===== src/design/cpd_pkg.sv =====
// ---------------------------------------------------------------------------
// cpd_pkg
// Shared widths, defaults and the controller state type of the closest
// pair distance block.
// ---------------------------------------------------------------------------
package cpd_pkg;

	localparam int MAX_POINTS_DEF = 1024;
	localparam int COORD_BITS_DEF = 16;

	// port field widths
	localparam int FIELD_W = 16;
	localparam int SQ_W    = 36;
	localparam int FIX_W   = 34;
	localparam int FRAC_W  = 16;

	typedef enum logic [2:0] {
		ST_IDLE,
		ST_SWEEP,
		ST_STORE,
		ST_FINISH,
		ST_ROOT
	} cpd_state_t;

endpackage


===== src/design/cpd_sqrt.sv =====
// ---------------------------------------------------------------------------
// cpd_sqrt
// Bit-serial square root: floor(sqrt(d * 2^32)), one root bit per cycle.
// ---------------------------------------------------------------------------
module cpd_sqrt (
	input  logic                     clk,
	input  logic                     arst_n,
	input  logic                     start,
	input  logic [cpd_pkg::SQ_W-1:0] d,
	output logic                     done,
	output logic [cpd_pkg::FIX_W-1:0] root
);

	localparam int RAD_W  = 2 * cpd_pkg::FIX_W;
	localparam int REM_W  = cpd_pkg::FIX_W + 3;
	localparam int STEP_W = $clog2(cpd_pkg::FIX_W + 1);

	logic                      busy_q;
	logic                      done_q;
	logic [STEP_W-1:0]         step_q;
	logic [RAD_W-1:0]          rad_q;
	logic [REM_W-1:0]          rem_q;
	logic [cpd_pkg::FIX_W-1:0] root_q;

	logic [REM_W-1:0] rem_n;
	logic [REM_W-1:0] trial;
	logic             take;

	always_comb begin
		rem_n = {rem_q[REM_W-3:0], rad_q[RAD_W-1 -: 2]};
		trial = REM_W'({root_q, 2'b01});
		take  = rem_n >= trial;
	end

	always_ff @(posedge clk or negedge arst_n) begin
		if (!arst_n) begin
			busy_q <= 1'b0;
			done_q <= 1'b0;
			step_q <= '0;
		end else begin
			done_q <= 1'b0;
			if (start) begin
				busy_q <= 1'b1;
				step_q <= '0;
			end else if (busy_q) begin
				step_q <= step_q + STEP_W'(1);
				if (step_q == STEP_W'(cpd_pkg::FIX_W - 1)) begin
					busy_q <= 1'b0;
					done_q <= 1'b1;
				end
			end
		end
	end

	always_ff @(posedge clk) begin
		if (start) begin
			rad_q  <= {d, (RAD_W - cpd_pkg::SQ_W)'(0)};
			rem_q  <= '0;
			root_q <= '0;
		end else if (busy_q) begin
			rad_q <= {rad_q[RAD_W-3:0], 2'b00};
			if (take) begin
				rem_q  <= rem_n - trial;
				root_q <= {root_q[cpd_pkg::FIX_W-2:0], 1'b1};
			end else begin
				rem_q  <= rem_n;
				root_q <= {root_q[cpd_pkg::FIX_W-2:0], 1'b0};
			end
		end
	end

	assign done = done_q;
	assign root = root_q;

endmodule


===== config.mk =====
export PLATFORM = sky130hd
export DESIGN_NAME = cpd_sqrt
export DESIGN_NICKNAME = d
export VERILOG_FILES = /design/src/design/cpd_pkg.sv /design/src/design/cpd_sqrt.sv
export SDC_FILE = /design/constraint.sdc
export NUM_CORES = 1
export LEC_CHECK = 0
export BUFFER_PORTS_ARGS = -buffer_cell sky130_fd_sc_hd__buf_4
export CAP_MARGIN = 0
export CORE_ASPECT_RATIO = 0.5
export CORE_MARGIN = 5
export CORE_UTILIZATION = 24
export CTS_CLUSTER_DIAMETER = 40
export DETAILED_ROUTE_END_ITERATION = 6
export GPL_ROUTABILITY_DRIVEN = 0
export PLACE_DENSITY = 0.49
export SYNTH_ARGS = -nofsm -noshare
export SYNTH_HDL_FRONTEND = slang
export SYNTH_SLANG_ARGS = --single-unit

===== constraint.sdc =====
create_clock -name clk -period 2.9 [get_ports clk]
set_input_delay 0.87 -clock clk [delete_from_list [all_inputs] [get_ports clk]]
set_output_delay 0.87 -clock clk [all_outputs]
set_load 0.03 [all_outputs]

# ---- Yosys cells after proc, flatten, opt, wreduce, memory -nomap -nowiden
# Cells that the tools add are included.
dict set report totals {
  ff_bits 113
  inputBits 39
  word_cells 23
  output_inout_bits 35
}
dict set report op_classes {
  n_reduce_logical 1
  mux 12
  n_addsub 2
  n_eq_ne 1
  n_lt_le_gt_ge 1
}
# cell count
set ops {}
lappend ops {{68-bit 2-to-1 mux} 2}
lappend ops {{37-bit by 36-bit >= comparator with 1-bit output} 1}
lappend ops {{35-bit 2-to-1 mux} 1}
lappend ops {{35-bit subtractor} 1}
lappend ops {{6-bit 2-to-1 mux} 2}
lappend ops {{1-bit 2-to-1 mux} 7}
lappend ops {{6-bit by 1-bit adder with 6-bit output (second input constant)} 1}
lappend ops {{6-bit == test (second input constant)} 1}
lappend ops {{2-bit nonzero test} 1}

# ---- Logic depth before layout (Yosys ltp)
# Gate-level depths: netlist of the first run.
dict set report depth {
  depth_word 4
  depth_mapped 13
  depth_no_buf 11
}

# ---- Worst setup path before layout of the first run
# OpenSTA, ideal clock, no wires.
dict set report synth_path {
  path_type {register to register}
  start {register root_q, in the netlist root[8]}
  end {register rem_q[34]}
  arrival_ns 2.640
  path_buffers 1
  required_ns 2.821
  stages_incl_launch_ff 12
  path_slack_ns 0.181
  cell_sequence {dfxtp_1 > inv_1 > ha_1 > clkbuf_2 > nand4_4 > nor4_2 > a211oi_2 > o21ba_2 > o31a_4 > o21ai_1 > mux2_2 > o211ai_1}
}
dict set report synth_via {
  elab_chain_cells 2
  word_cells_on_any_way 3
}
# item line_no
set synth_lines {}
lappend synth_lines {{start: declaration} cpd_sqrt.sv:23} ;# logic [cpd_pkg::FIX_W-1:0] root_q;
lappend synth_lines {{start signal: assignment} cpd_sqrt.sv:64} ;# root_q <= {root_q[cpd_pkg::FIX_W-2:0], 1'b1};
lappend synth_lines {{start signal: assignment} cpd_sqrt.sv:67} ;# root_q <= {root_q[cpd_pkg::FIX_W-2:0], 1'b0};
lappend synth_lines {{35-bit subtractor / 37-bit by 36-bit >= comparator with 1-bit output (equally long branches)} {cpd_sqrt.sv:63, cpd_sqrt.sv:32}}
lappend synth_lines {{35-bit 2-to-1 mux *} cpd_sqrt.sv:62} ;# if (take) begin
lappend synth_lines {{end signal: assignment} cpd_sqrt.sv:63} ;# rem_q <= rem_n - trial;
lappend synth_lines {{end signal: assignment} cpd_sqrt.sv:66} ;# rem_q <= rem_n;
lappend synth_lines {{end: declaration} cpd_sqrt.sv:22} ;# logic [REM_W-1:0] rem_q;
# Mark *: on every way between the ends. The rest lies on a longest branch, timed or not.
# A chain may end at the register's enable or synchronous reset.

# ---- Worst setup path in the final report of the first run
# Ends and elaborated chain as after synthesis.

==> results of run 1 <==
-- cell type report --
cell class	count	area, µm²	share of cell area, %
inverter	46	172.7	2.037
tap	360	450.4	5.314
sequential	113	2668	31.47
clock buffer	22	495.5	5.846
timing repair buffer	112	869.6	10.26
clock inverter	10	127.6	1.506
multi-input combinational	500	3692	43.56
-- kinds of logic (layout without fill, tap and decap cells) --
| logic type | Yosys count | count (layout) |
|---|---|---|
| XOR/XNOR | 35 | 35 |
| buffers and inverters | 87 | 190 |
| adder cells (fa/ha/maj) | 38 | 38 |
| AND/OR/NAND/NOR | 185 | 185 |
| multiplexers | 84 | 84 |
| AO/OA/AOI/OAI | 158 | 158 |
| flip-flops | 113 | 113 |
-- worst max-delay path by stage --
stage                      to  slack (ns)  cells past startpoint
floorplan           rem_q[34]        0.18                     11
global placement    rem_q[34]        0.06                     10
detailed placement  rem_q[32]       0.002                     11
CTS                 rem_q[27]        0.03                     12
global route        rem_q[27]      -0.005                     12
finish              rem_q[34]        0.18                     10
-- what timing repair did --
| item | CTS | global route |
|---|---|---|
| pin swaps | 0 | 6 |
| buffers inserted | 0 | 4 |
| gates resized for setup | 1 | 27 |
| setup endpoints to repair | 1 | 35 |
-- critical path: stages, from the launching register on --
cell,delay (ns)
dfxtp_1,0.37
inv_1,0.06
ha_2,0.41
nand4_4,0.18
nor4_4,0.34
a211oi_4,0.12
o21ba_2,0.26
o31a_4,0.30
o21ai_1,0.17
mux2_2,0.35
o211ai_1,0.09
-- per-layer routing --
layer	vias up	GRT usage (%)	share of wire (%)
met5	-	0	0
met4	0	3.428	1.2
met3	14	3.658	4.5
met2	103	17.59	47
met1	2505	14.04	48
li1	2688	-	-
-- cell usage after synthesis, drive strengths merged, types with 35 or more instances --
cell,n
a21oi,42
dfxtp,69
edfxtp,36
ha,38
inv,46
mux2,35
mux2i,49
nand2,50
nor2,78
o21ai,38
-- registers in the layout, indices dropped and copies added (netlist names) --
name,cells
done,1
rad_q,36
busy_q,1
step_q,6
rem_q,35
root,34
-- power groups by stage --
stage                     combinational [mW]  sequential [mW]  clock [mW]
after floorplan                         3.45             2.05           0
after global placement                  4.39             2.08           0
after detailed placement                4.40             2.08           0
after CTS                               4.46             2.05        2.30
after global routing                    5.21             2.09        2.36
final                                   4.68             2.06        2.23
-- per-stage QoR --
step | hold WS, ns | setup WS, ns | setup TNS (ns)
after floorplan | 0.4367 | 0.1813 | 0
after global placement | 0.4573 | 0.06267 | 0
after CTS | 0.2329 | 0.03259 | 0
final | 0.2534 | 0.1809 | 0
after detailed placement | 0.4691 | 0.002282 | 0
after global routing | 0.2323 | -0.005462 | -0.005462
==> implementation parameters, run 1 <==
Parameter                              Value

Outcome
  Run status    finished, final reports clean

Final layout
  Number of diodes added for antenna fixing    0
  Final core utilization    30.89%
  Most used cells in the layout excluding fill and tap cells    buf_4, nor2_1, dfxtp_1
  Final non-filler cell area    8476 µm²
  Most common cell after layout, fill and taps aside    buf_4
  Fill cell count    approximately 2900
  Number of nets in the layout    867
  Area overhead of the layout relative to synthesis    28.08%
  Cell Count, Final, Fillers Out    1163
  Layout cell share with drive strength beyond 1    26.15%

Hold path
  Worst min-delay path class    in2async

Timing
  Headroom to the max-slew limit    63.56%
  Setup repair after global routing missed its margin    true
  Endpoints failing hold    0
  FMAX    0.3678 GHz
  Final setup fails    0
  Minimum clock period after layout    2.719 ns
  Worst-margin pin slew    0.5466 ns
  Final critical-path share of the clock period    93.76%
  Fin. max-slew vios    0
  Worst-case clock skew    0.01131 ns

Yosys
  Adder-cell share of the synthesized area    under 10%
  Sequential element share of the synthesized area    between 40 and 50%
  Synthesized area    approximately 6600 µm²
  Distinct cell type count of the synthesized netlist    between 50 and 60
  Number of enable-type register cells in the synthesized netlist    36
  Number of standard cells after synthesis    700
  Post-Synth Simple-Gate Area    a little over an eighth
  Mux share of post-synthesis cell area    13.37%
  Post-synthesis area per instance    9.454 µm²
  Share of the synthesized netlist area taken by xor and xnor gates    4.632%
  Number of flip-flops and latches in the synthesized netlist    about 110
  Async set or reset register ratio after synthesis    slightly above 7%
  Top cells by area, synth    dfxtp_1, edfxtp_1, mux2i_1, ha_1, mux2_2
  Largest family of logic cells by synthesized area    compound AO/OA/AOI/OAI gates
  Synthesized Nets    777
  Largest area contributor in the netlist    dfxtp_1
  Top-area cell type share of the netlist area    20.87%
  Yosys warnings    0
  Post-synthesis compound-gate area fraction    between 10% and 20%
  Top_reg_cell synth    dfxtp_1

Floorplan
  Die W    between 200 and 250 µm
  Row count    43
  Initial Utilization    24.12%
  Height of the die    127.4 µm
  Top-level port count    74
  DIE AREA    31200 µm²
  Area of the core region    27440 µm²

Clock tree
  CTS clk-pin slew, worst paths    0.06 ns
  Master cell of the clock root buffer    clkbuf_16
  Clock Latency Late Sink    0.42 ns
  Clock tree from TritonCTS    yes
  Number of H-tree levels    4
  CTS Buffer Depth    2
  Clock Sink Count    around 110
  Total clock buffers created by CTS    17
  Count of hold buffers inserted by post-cts repair    0

Power and ir drop
  Leakage power figure    3.784 nW
  Total power consumption of the routed design    8.972 mW
  Sequential fraction of design power    a little under a quarter
  P_sw    3.403 mW
  Int Power    5.568 mW
  Part of the total power dissipated in the clock network    24.9%
  Combinational power share    52.2%
  Pwr per Cell Area    1059 nW/µm²
  Largest voltage drop on the vdd net    between 0.4 and 0.5 mV
  Net switching fraction of the power    37.93%

GRT
  Overflow after GRT    0
  First-pass GRT wire length    around 28000 µm
  Antenna violations before repair    0
  Vias in the first global route    5367
  All-Layer GR Usage    10.94%
  Largest net degree at the start of global routing    46

Worst setup path
  Crit path kind    reg2reg
  Required @ worst endpoint    3.25 ns
  Worst setup startpoint    root[8]
  Worst Path Arrival    3.06 ns
  Critical register-to-register path endpoint    rem_q[34]
  Worst-path maximum fanout    7
  Origin of the critical flop-to-flop path    root[8]
  Worst-case register-to-register setup slack    0.18 ns
  Logic depth of the worst register-to-register path    10
  Crit path launch type    flip-flop
  Crit. End Element    flip-flop

Drt
  DRC    0
  Pre-Repair DR Iteration Count    5
  Post-detailed-routing wire length    about 17000 µm
  Via total after detailed routing    5310
  Starting DRT DRC Count    202
  Routed wirelength normalized by instance count    14.48 µm
  Per-cell via count in the routed design    4.566
  Final antenna-violating net count    0

Placement
  Number of cells in the design after placement    1127
  Instance area at placement    7702 µm²
  Buffers on Ports    73
  Final HPWL from detailed placement    12250 µm

Run
  Max-cap violations    0
Note: power is estimated with default switching activity, not from simulation.
==> inputs of run 2 (changes only) <==
--- a/config.mk
+++ b/config.mk
@@ -6,7 +6,7 @@
 export NUM_CORES = 1
 export LEC_CHECK = 0
 export BUFFER_PORTS_ARGS = -buffer_cell sky130_fd_sc_hd__buf_4
-export CAP_MARGIN = 0
+export CAP_MARGIN = 20
 export CORE_ASPECT_RATIO = 0.5
 export CORE_MARGIN = 5
 export CORE_UTILIZATION = 24
==> constraint.sdc (replaced) <==
create_clock -name clk -period 2.7 [get_ports clk]
set_input_delay 0.81 -clock clk [delete_from_list [all_inputs] [get_ports clk]]
set_output_delay 0.81 -clock clk [all_outputs]
set_load 0.03 [all_outputs]
==> run 2 against run 1 <==
Sequential share of layout area down 2.7 points; largest cell class unchanged; first-iteration DRC count increased by 24%; utilization increased by 3.0 points; total power rose by 24%; critical path type unchanged; final cell count rose by 6.0%.
==> implementation parameters, run 2 (synthesized netlist as in run 1, its figures left out) <==
Parameter                              Value

Outcome
  Run status    finished, final reports clean

Clock tree
  Total clock buffers created by CTS    17
  Master cell of the clock root buffer    clkbuf_16
  Clock Sink Count    113
  Clock tree from TritonCTS    yes
  CTS clk-pin slew, worst paths    0.06 ns
  Count of hold buffers inserted by post-cts repair    0
  Number of H-tree levels    4
  Clock Latency Late Sink    between 0.4 and 0.5 ns
  CTS Buffer Depth    2

Final layout
  Number of flip-flops in the largest register    36
  Most flop-heavy register    rad_q
  Number of nets in the layout    937
  Layout cell share with drive strength beyond 1    35.62%
  Cell Count, Final, Fillers Out    1233
  Fill cell count    2843
  Most common cell after layout, fill and taps aside    buf_4
  Area overhead of the layout relative to synthesis    40.44%
  Number of diodes added for antenna fixing    0
  Most used cells in the layout excluding fill and tap cells    buf_4, nor2_1, dfxtp_1

Placement
  Final HPWL from detailed placement    12870 µm
  Number of cells in the design after placement    around 1200
  Buffers on Ports    73
  Setup slack after placement    -0.03184 ns

GRT
  Vias in the first global route    roughly 5700
  Largest net degree at the start of global routing    59
  Overflow after GRT    0
  All-Layer GR Usage    11.30%
  First-pass GRT wire length    around 29000 µm
  Antenna violations before repair    0

Worst setup path
  Crit path launch type    flip-flop
  Required @ worst endpoint    between 2 and 3 ns
  Critical path's slowest cell    dfxtp_1
  Worst-path cell chain    inv_1 > ha_1 > buf_4 > nand4_1 > nor3_2 > a31oi_4 > and3_1 > and3_4 > nor2_8 > buf_4 > clkbuf_16 > mux2i_1 > a211oi_1
  Crit. End Element    flip-flop
  Worst-path maximum fanout    9
  Largest stage delay, worst path    0.33 ns
  Cell type with the highest occurrence count on the critical path    buf_4
  Worst Path Arrival    ~2.9 ns
  Crit path kind    reg2reg

Timing
  Tightest hold margin    0.2000 ns
  Endpoints failing hold    0
  Headroom to the max-slew limit    49.04%
  Setup repair after global routing missed its margin    true
  Final setup fails    0
  Final critical-path share of the clock period    96.56%
  Worst-margin pin slew    0.7644 ns
  Final worst slack    between 0.09 and 0.1 ns
  Setup TNS Final    0 ns
  Fin. max-slew vios    0
  Worst-case clock skew    0.007726 ns
  Minimum clock period after layout    2.607 ns
  FMAX    ~0.38 GHz

Drt
  Starting DRT DRC Count    250
  Via total after detailed routing    5654
  Pre-Repair DR Iteration Count    4
  Post-detailed-routing wire length    roughly 18000 µm
  Final antenna-violating net count    0
  Per-cell via count in the routed design    4.586
  Routed wirelength normalized by instance count    14.79 µm
  DRC    0

Floorplan
  Area of the core region    27440 µm²
  DIE AREA    31200 µm²
  Initial Utilization    24.12%
  Height of the die    roughly 130 µm
  Die W    about 240 µm
  Row count    43
  Top-level port count    74

Power and ir drop
  Leakage power figure    just over 4 nW
  Pwr per Cell Area    between 1000 and 1500 nW/µm²
  Largest voltage drop on the vdd net    0.6254 mV

Hold path
  Worst min-delay path class    in2async

Run
  Max-cap violations    0
[run 2: path summary, 6_finish.rpt]
| path | start | cells past startpoint | end | slack (ns) |
|---|---|---|---|---|
| min in group clk | rem_q[33] | 2 | rem_q[33] | 0.50 |
| worst max-delay path | root[16] | 13 | rem_q[14] | 0.09 |
| worst min register to register | rem_q[33] | 2 | rem_q[33] | 0.50 |
| max in group asynchronous | arst_n | 1 | busy_q | 2.35 |
| worst max register to register | root[16] | 13 | rem_q[14] | 0.09 |
| worst min-delay path | arst_n | 1 | step_q[1] | 0.20 |
[run 2: routing by layer]
metal	share of wire (%)	routed length (µm)	GRT usage, %	vias up
met5	0	0	0	-
met4	1.3	243	4.384	0
met3	2.8	503	2.362	16
met2	49	9005	19.73	73
met1	47	8478	13.82	2743
li1	-	-	-	2822
[run 2: what timing repair did]
| item | CTS | global route |
|---|---|---|
| endpoints found under the setup margin | 6 | 36 |
| gates resized for setup | 10 | 72 |
| pin swaps | 1 | 20 |
| setup buffers | 0 | 11 |
| gates cloned | 0 | 3 |
[run 2: critical path: cells and delay by family (launching register included)]
kind,cells,cell delay [ns]
fa+ha+maj,1,0.33
mux,1,0.19
simple gates,5,0.87
flops,1,0.33
buf+inv,4,0.53
compound gates,2,0.21
[run 2: through the flow]
stage / area, µm² / total power, mW / util (%)
2_1_floorplan: 6620 / 5.913 / -
3_3_place_gp: 8143 / 7.438 / 29.68
3_5_place_dp: 8143 / 7.457 / 29.68
4_1_cts: 8735 / 9.753 / 31.83
5_1_grt: 9294 / 11.83 / 33.87
6_report: 9294 / 11.08 / 33.87
[run 2: cell type report]
class / instances / area [µm²] / share of cell area (%)
sequential: 113 / 2675 / 28.78
multi-input combinational: 500 / 3968 / 42.69
tap: 360 / 450.4 / 4.847
clock inverter: 5 / 51.30 / 0.5520
clock buffer: 27 / 513.0 / 5.520
timing repair buffer: 182 / 1464 / 15.75
inverter: 46 / 172.7 / 1.858
[run 2: report_power, final]
part | leakage (nW) | total [mW] | internal, mW | switching [mW]
Clock | 0.282 | 2.16 | 1.38 | 0.779
Sequential | 1.06 | 2.24 | 2.03 | 0.216
Combinational | 2.81 | 6.68 | 3.52 | 3.15
Total | 4.15 | 11.1 | 6.94 | 4.15
==> inputs of run 3 (changes only) <==
--- a/config.mk
+++ b/config.mk
@@ -14,6 +14,7 @@
 export DETAILED_ROUTE_END_ITERATION = 6
 export GPL_ROUTABILITY_DRIVEN = 0
 export PLACE_DENSITY = 0.49
+export SKIP_CTS_REPAIR_TIMING = 1
 export SYNTH_ARGS = -nofsm -noshare
 export SYNTH_HDL_FRONTEND = slang
 export SYNTH_SLANG_ARGS = --single-unit
==> constraint.sdc (replaced) <==
create_clock -name clk -period 2.7 [get_ports clk]
set_input_delay 0.81 -clock clk [delete_from_list [all_inputs] [get_ports clk]]
set_output_delay 0.81 -clock clk [all_outputs]
set_load 0.01 [all_outputs]
==> run 3 against run 2 <==
Sequential cell count is the same; via count fell by 2.4%; largest cell class unchanged; critical endpoint is now rem_q[15]; clock skew up 0.0024 ns; highest routed layer unchanged; cell area decreased by 0.26%; total power hardly changed; sequential power hardly changed; utilization is 0.087 points lower; critical path type unchanged; final cell count decreased by 1.8%; sequential share of layout area grew 0.087 points; clock-buffer cell count is 3 lower.
==> implementation parameters, run 3 (synthesized netlist as in run 1, its figures left out) <==
Parameter                              Value

Outcome
  Run status    finished, final reports clean

GRT
  Vias in the first global route    5428
  Antenna violations before repair    0
  Largest net degree at the start of global routing    55
  First-pass GRT wire length    between 20000 and 30000 µm
  All-Layer GR Usage    11.12%
  Overflow after GRT    0

Hold path
  Worst min-delay path class    in2async

Drt
  Via total after detailed routing    ~5500
  DRC    0
  Per-cell via count in the routed design    4.558
  Starting DRT DRC Count    219
  Post-detailed-routing wire length    17740 µm
  Final antenna-violating net count    0
  Pre-Repair DR Iteration Count    4
  Routed wirelength normalized by instance count    14.65 µm

Worst setup path
  Worst Path Arrival    2.97 ns
  Required @ worst endpoint    3.03 ns
  Crit. End Element    flip-flop
  Logic depth of the worst register-to-register path    12
  Origin of the critical flop-to-flop path    root[16]
  Critical register-to-register path endpoint    rem_q[15]
  Crit path kind    reg2reg
  Crit path launch type    flip-flop
  Worst-case register-to-register setup slack    0.06 ns
  Worst-path maximum fanout    8

Clock tree
  CTS Buffer Depth    2
  Clock Sink Count    113
  CTS clk-pin slew, worst paths    ~0.06 ns
  Clock tree from TritonCTS    yes
  Number of H-tree levels    4
  Master cell of the clock root buffer    clkbuf_16
  Total clock buffers created by CTS    17
  Clock Latency Late Sink    0.43 ns

Timing
  Final critical-path share of the clock period    97.82%
  Worst-margin pin slew    roughly 0.48 ns
  Setup repair after global routing missed its margin    true
  Headroom to the max-slew limit    68.09%
  Fin. max-slew vios    0
  Minimum clock period after layout    2.641 ns
  Setup TNS Final    0 ns
  Final setup fails    0
  Tightest hold margin    0.1884 ns
  FMAX    0.3786 GHz
  Worst-case clock skew    0.01014 ns
  Endpoints failing hold    0

Final layout
  Sequential cell area in the final layout    2676 µm²
  Most common cell after layout, fill and taps aside    buf_4
  Number of diodes added for antenna fixing    0
  Layout cell share with drive strength beyond 1    35.49%
  Most used cells in the layout excluding fill and tap cells    buf_4, nor2_1, dfxtp_1
  Area overhead of the layout relative to synthesis    40.08%
  Number of nets in the layout    around 900
  Final core utilization    between 30 and 40%
  Fill cell count    2851
  Cell Count, Final, Fillers Out    1211
  Number of flip-flops in the largest register    36
  Most flop-heavy register    rad_q
  Total area of multi-input combinational cells    ~4000 µm²

Run
  Max-cap violations    0

Floorplan
  DIE AREA    31200 µm²
  Height of the die    about 130 µm
  Top-level port count    74
  Die W    244.8 µm
  Area of the core region    between 20000 and 30000 µm²
  Initial Utilization    24.12%
  Row count    43

Power and ir drop
  Largest voltage drop on the vdd net    between 0.5 and 0.6 mV
  Pwr per Cell Area    1195 nW/µm²
  Leakage power figure    about 4 nW

Placement
  Number of cells in the design after placement    1158
  Buffers on Ports    73
  Final HPWL from detailed placement    12420 µm
## run 3: changes by cell type in the layout (fill, tap and decap cells not counted), moves of 3 or more
| cell | previous run | this run |
|---|---|---|
| buf_4 | 175 | 146 |
| ha_4 | 16 | 19 |
| mux2i_4 | 4 | 1 |
| o21ai_2 | 4 | 8 |
| clkbuf_16 | 20 | 23 |
| clkbuf_8 | 5 | 2 |
| nand3_1 | 7 | 4 |
| buf_6 | 0 | 4 |
| a211oi_2 | 7 | 4 |
| nand3_2 | 0 | 3 |
| o21ai_0 | 24 | 21 |
| ha_1 | 21 | 17 |
## run 3: worst max-delay path, cell delays in order, from the launching register on
cell,delay (ns)
dfxtp_2,0.33
inv_1,0.06
ha_4,0.27
buf_4,0.11
nand4_1,0.19
nor3_2,0.24
a31oi_2,0.13
and3_1,0.19
and3_4,0.21
nor2_8,0.28
clkbuf_16,0.21
mux2i_1,0.07
a211oi_1,0.25
## run 3: how the worst max path moves through the flow
stage | from | to | slack, ns
2_1_floorplan | start | rad_q[32] | 0.11
3_3_place_gp | root[9] | rem_q[32] | -0.12
3_5_place_dp | root[9] | rem_q[32] | -0.11
4_1_cts | root[9] | rem_q[32] | -0.14
5_1_grt | root[16] | rem_q[15] | -0.07
6_report | root[16] | rem_q[15] | 0.06
## run 3: metal layers
metal	vias up	global-route usage (%)	share of wire, %
met2	83	18.18	48
li1	2765	-	-
met4	0	3.395	1.4
met3	17	3.721	4.2
met5	-	0	0
met1	2655	14.05	47
## run 3: power breakdown
part | switching [mW] | internal (mW)
registers | 0.215 | 2.03
logic | 3.11 | 3.40
clock network | 0.809 | 1.51
## run 3: metrics by stage
| stage | setup slack [ns] | area [µm²] | power, mW |
|---|---|---|---|
| detailed placement | -0.1141 | 7973 | 7.285 |
| global route | -0.07347 | 9270 | 11.82 |
| global placement | -0.1152 | 7973 | 7.250 |
| floorplan | 0.1070 | 6618 | 5.893 |
| finish | 0.05881 | 9270 | 11.08 |
| CTS | -0.1435 | 8583 | 9.690 |
## run 3: layout make-up
type | count | share of cell area, %
Inverter | 46 | 1.863
Multi-Input combinational cell | 501 | 43.35
Tap cell | 360 | 4.859
Sequential cell | 113 | 28.87
Clock buffer | 24 | 5.547
Clock inverter | 8 | 1.039
Timing Repair Buffer | 159 | 14.47
